===== config.mk =====
export PLATFORM = sky130hd
export DESIGN_NAME = bwh_window
export DESIGN_NICKNAME = d
export VERILOG_FILES = /design/src/sv/bwh_pkg.sv /design/src/sv/bwh_window.sv
export SDC_FILE = /design/constraint.sdc
export NUM_CORES = 1
export LEC_CHECK = 0
export BUFFER_PORTS_ARGS = -buffer_cell sky130_fd_sc_hd__clkbuf_2
export CORE_ASPECT_RATIO = 2
export CORE_MARGIN = 3
export CORE_UTILIZATION = 54
export DETAILED_ROUTE_END_ITERATION = 7
export PLACE_DENSITY = 0.82
export REMOVE_ABC_BUFFERS = 1
export SYNTH_ARGS = -nofsm -noshare
export SYNTH_HDL_FRONTEND = slang
export SYNTH_SLANG_ARGS = --single-unit

===== constraint.sdc =====
create_clock -name clock -period 3.7 [get_ports clock]
set_input_delay 0.37 -clock clock [delete_from_list [all_inputs] [get_ports clock]]
set_output_delay 0.37 -clock clock [all_outputs]
set_load 0.01 [all_outputs]

===== src/sv/bwh_pkg.sv =====
// bwh_pkg: shared constants, command codes and the memory request struct of the
// binary word histogram. No dependencies; imported by every bwh module.
`default_nettype none

package bwh_pkg;

   // defaults of the top level parameters
   localparam int DEF_MAX_WORD_BITS = 10;
   localparam int DEF_COUNT_BITS    = 32;

   // fixed field widths
   localparam int CMD_W      = 2;
   localparam int SYM_W      = 8;
   localparam int WIDX_W     = 10;
   localparam int LEN_W      = 4;
   localparam int OUT_W      = 32;
   localparam int REQ_DATA_W = 24;
   localparam int REQ_USER_W = 2;
   localparam int RSP_DATA_W = 40;

   localparam logic [LEN_W-1:0] WORD_LENGTH_RESET = 4'd8;
   localparam logic [SYM_W-1:0] SYM_ZERO          = 8'h30;
   localparam logic [SYM_W-1:0] SYM_ONE           = 8'h31;
   localparam logic [OUT_W-1:0] OUT_MAX           = 32'hFFFF_FFFF;

   // request kinds carried in req_tuser
   typedef enum logic [CMD_W-1:0] {
      CMD_PUSH       = 2'd0,
      CMD_READ_WORD  = 2'd1,
      CMD_READ_TOTAL = 2'd2,
      CMD_NONE       = 2'd3
   } cmd_type;

   // access issued to the count memory
   typedef struct packed {
      logic rd;    // read the entry this cycle
      logic inc;   // write it back incremented on the next cycle
   } mem_req_type;

endpackage

`default_nettype wire


===== src/sv/bwh_window.sv =====
// bwh_window: sliding bit window, fill tracking, bad-symbol error and the
// saturating total of counted windows. Depends on bwh_pkg.
`default_nettype none

module bwh_window #(
   parameter int MAX_WORD_BITS = bwh_pkg::DEF_MAX_WORD_BITS,
   parameter int COUNT_BITS    = bwh_pkg::DEF_COUNT_BITS
) (
   input  wire logic                          clock,
   input  wire logic                          reset,
   input  wire logic                          push,
   input  wire logic [bwh_pkg::SYM_W-1:0]     symbol,
   input  wire logic [bwh_pkg::LEN_W-1:0]     word_length,
   output logic                               count,
   output logic      [MAX_WORD_BITS-1:0]      idx,
   output logic                               error,
   output logic      [COUNT_BITS-1:0]         total
);
   import bwh_pkg::*;

   localparam int FILL_W = $clog2(MAX_WORD_BITS + 1);

   logic [MAX_WORD_BITS-1:0] win_ff, win_in;
   logic [FILL_W-1:0]        fill_ff, fill_in;
   logic                     pend_ff, pend_in;
   logic                     error_ff, error_in;
   logic [COUNT_BITS-1:0]    total_ff, total_in;

   logic [LEN_W:0]           wl_ext;
   logic [LEN_W:0]           len_clamp;
   logic [FILL_W-1:0]        len_eff;
   logic [MAX_WORD_BITS-1:0] mask;
   logic                     bit_val, bad, step, complete, pend_next;
   logic [FILL_W-1:0]        fill_next;
   logic [MAX_WORD_BITS-1:0] win_next;

   // effective word length, clamped to 1..MAX_WORD_BITS
   always_comb begin
      wl_ext = {1'b0, word_length};
      if (word_length == '0) begin
         len_clamp = (LEN_W+1)'(1);
      end else if (wl_ext > (LEN_W+1)'(MAX_WORD_BITS)) begin
         len_clamp = (LEN_W+1)'(MAX_WORD_BITS);
      end else begin
         len_clamp = wl_ext;
      end
      len_eff = FILL_W'(len_clamp);
      for (int i = 0; i < MAX_WORD_BITS; i++) begin
         mask[i] = (FILL_W'(i) < len_eff);
      end
   end

   // shift in one symbol and decide whether a window completes
   always_comb begin
      bit_val   = (symbol == SYM_ONE);
      bad       = (symbol != SYM_ONE) && (symbol != SYM_ZERO);
      step      = push && !error_ff;
      win_next  = MAX_WORD_BITS'({win_ff, bit_val});
      fill_next = (fill_ff < FILL_W'(MAX_WORD_BITS)) ? fill_ff + 1'b1 : fill_ff;
      pend_next = pend_ff || bad;
      complete  = (fill_next >= len_eff);
      count     = step && complete && !pend_next;
      idx       = win_next & mask;

      win_in   = win_ff;
      fill_in  = fill_ff;
      pend_in  = pend_ff;
      error_in = error_ff;
      total_in = total_ff;
      if (step) begin
         win_in  = win_next;
         fill_in = fill_next;
         pend_in = pend_next;
         if (complete) begin
            if (pend_next) begin
               error_in = 1'b1;
               pend_in  = 1'b0;
            end else if (total_ff != '1) begin
               total_in = total_ff + 1'b1;
            end
         end
      end
   end

   // state registers
   always_ff @(posedge clock) begin
      if (reset) begin
         win_ff   <= '0;
         fill_ff  <= '0;
         pend_ff  <= 1'b0;
         error_ff <= 1'b0;
         total_ff <= '0;
      end else begin
         win_ff   <= win_in;
         fill_ff  <= fill_in;
         pend_ff  <= pend_in;
         error_ff <= error_in;
         total_ff <= total_in;
      end
   end

   assign error = error_ff;
   assign total = total_ff;

   // sticky error freezes the window
   a_error_sticky: assert property (@(posedge clock) disable iff (reset)
      error_ff |=> error_ff)
      else $error("error flag dropped without reset");

   a_no_count_after_error: assert property (@(posedge clock) disable iff (reset)
      error_ff |-> !count && $stable(total_ff))
      else $error("window counted after error");

endmodule

`default_nettype wire


==> impl_metrics.toml <==
[min_path]
worstHoldStart = "symbol[0]"
hold_class = "input pin to flop"
holdPathEnd = "win_ff[0]$_SDFFE_PP0P_"
worstHoldPathCells = 4

[cts]
clk_pin_slew_ns = 0.09
postCtsResizedCells = 0
cts_sinks = 47
cts_root_buffer = "clkbuf_8"
cts_tree = "done"
ctsHoldBuffers = 0
post_cts_buffers = 0
htreeDepth = 2
insertion_delay_ns = 0.30
clockBufferDepth = 2
cts_buffers = 5

[grt]
grt_usage = 0.248
antenna_found_initial = 0
grt_max_degree = 49
overflow = 0
grt_pass1_vias = 2350
grt_pass1_wl_um = 10300

[cells_and_area]
final_core_util = 0.673
layout-drive-gt1-share = 0.220
layout_commonest_cell = "clkbuf_2"
area_growth_pct = 17.5
diodes = 0
design.final.nets = 379
layout_common_cells = "58 x clkbuf_2, 47 x nand2_1, 47 x dfxtp_1, 29 x a21oi_1, 27 x nor2_1"

[timing]
fin_crit_ns = 3.00
tns_ns = 0
worst_hold_slack_ns = 0.434
worstMarginPinSlew_ns = 0.950
hold_viol_final = 0
finalSetupViolations = 0
fmax_mhz = 333
post-route-period-util = 0.811
rsz0062_at_grt = "no"
clock_skew_ns = 0.00726
drv_slew = 0
relSlewSlack = 0.367

[critical_path]
path_cells = "ha_1 > a21oi_1 > a31oi_1 > ha_1 > o21ai_2 > a21o_4 > nor3_4 > o2111ai_4 > or4_1 > a21oi_1"
cp_max_fo = 13
cp-end-kind = "flop"
cp-start-kind = "flop"
slowest_stage = "or4_1"
crit_arrival_ns = 3.22
regToRegSetupSlack_ns = 0.70
crit_family = "compound AO/OA/AOI/OAI gates"
slowest_delay_ns = 0.52
reg2reg_depth = 10
critical_path_required_ns = 3.92
crit_type = "flop to flop"
r2r-start = "fill_ff[0]$_SDFFE_PP0P_"
path_buf_inv = 0
reg2reg_to = "total[28]$_SDFFE_PP0P_"

[die]
rows = 34
dieArea_um2 = 5600
die_h_um = 103
die_w_um = 54.4
num_io_pins = 59
initial_core_util = 0.572
core-area_um2 = 4420

[synth]
ys_ff_latch = 47
async_reset_ff_frac = 0
yosysSeqAreaShare = 0.372
syn_inst = 306
synth_cell_types = 47
avgSynthCellArea_um2 = 8.28
synthFlopType = "dfxtp_1"
yosysWarnings = 0
synth_area_um2 = 2530
synth_enable_flop_cells = 0

[pwr]
peakVddDrop_mv = 0.348
p_leak_uw = 0.00119
power.density_nw_per_um2 = 353

[route]
ant_nets = 0
routed_wl_um = 6250
drtPass1Iterations = 4
drc_errors = 0
routedWlPerCell_um = 15.1
vias = 2406
viasPerCell = 5.83
initialDrtViolationCount = 66

[status]
status = "finished clean"

[flow_run]
drv_cap = 0

[placement]
portBuffers = 58
gp_congestion = 0.863
dp_hpwl_um = 4810
cell type report:
cell class / count / area, um^2
sequential: 47 / 941
inverter: 6 / 22.5
multi-input combinational: 240 / 1520
tap: 54 / 67.6
clock buffer: 5 / 68.8
clock inverter: 3 / 67.6
timing repair buffer: 58 / 290
fill: 405 / 1450
cell usage after synthesis, types with 2 or more instances:
master,number,area share
a21boi_0,2,0.0059
a21oi_1,29,0.057
a31oi_1,2,0.0049
and2_1,7,0.017
and3_1,9,0.022
and4_1,6,0.021
clkbuf_1,11,0.016
dfxtp_1,47,0.37
ha_1,6,0.030
inv_1,6,0.0089
nand2_1,47,0.070
nand2b_1,2,0.0049
nand3_1,10,0.020
nand3b_1,3,0.0089
nand4_1,21,0.052
nor2_1,27,0.040
nor2b_1,3,0.0074
nor3_1,2,0.0040
nor4_1,2,0.0049
nor4_4,2,0.017
o21ai_0,8,0.016
o31ai_1,2,0.0059
or2_2,2,0.0049
or3_1,7,0.017
or4_1,2,0.0059
xnor2_1,2,0.0069
xor2_1,19,0.066
tightest hold or removal path, cell delays in order:
cell      delay (ns)
clkbuf_2        0.08
and3_1          0.14
nand2_1         0.06
a21oi_1         0.05
cells by family (layout without fill, tap and decap cells):
logic type | Yosys count | in the layout | share of synthesized area
AND/OR/NAND/NOR | 158 | 158 | 0.347
AO/OA/AOI/OAI | 54 | 54 | 0.147
adder cells (fa/ha/maj) | 7 | 7 | 0.0336
flip-flops | 47 | 47 | 0.372
buffers and inverters | 19 | 72 | 0.0287
XOR/XNOR | 21 | 21 | 0.0726
per-stage QoR:
stage / setup slack, ns / instances / total power, uW / cell area, um^2
after floorplan: 0.995 / 293 / 586 / 2480
after global placement: 0.709 / 405 / 615 / 2840
after detailed placement: 0.593 / 405 / 618 / 2840
after CTS: 0.718 / 413 / 1060 / 2980
after global routing: 0.454 / 413 / 1090 / 2980
final: 0.699 / 413 / 1050 / 2980
layer usage:
metal	vias up	global-route usage	routed length [um]
met4	0	0.115	154
li1	1197	-	-
met1	1123	0.230	2150
met2	74	0.478	3620
met3	12	0.0478	322
met5	-	0	0
sequential cells by signal, summed over array words and instances, names as in the netlist:
name,count
total,32
win_ff,9
pend_ff,1
fill_ff,4
error,1
worst max path at each step:
stage | from | slack, ns | to | depth (start not counted)
after floorplan | fill_ff[0]$_SDFFE_PP0P_ | 1.0 | total[28]$_SDFFE_PP0P_ | 10
after global placement | word_length[3] | 0.71 | total[28]$_SDFFE_PP0P_ | 10
after detailed placement | word_length[3] | 0.59 | total[28]$_SDFFE_PP0P_ | 10
after CTS | fill_ff[0]$_SDFFE_PP0P_ | 0.72 | total[28]$_SDFFE_PP0P_ | 10
after global routing | fill_ff[0]$_SDFFE_PP0P_ | 0.45 | total[28]$_SDFFE_PP0P_ | 10
final | fill_ff[0]$_SDFFE_PP0P_ | 0.70 | total[28]$_SDFFE_PP0P_ | 10
power breakdown:
group | internal (uW) | switching, uW | total, uW
clock | 269 | 177 | 447
combinational | 34.1 | 53.6 | 87.7
sequential | 511 | 6.26 | 517
Note: power is estimated with default switching activity, not from simulation.
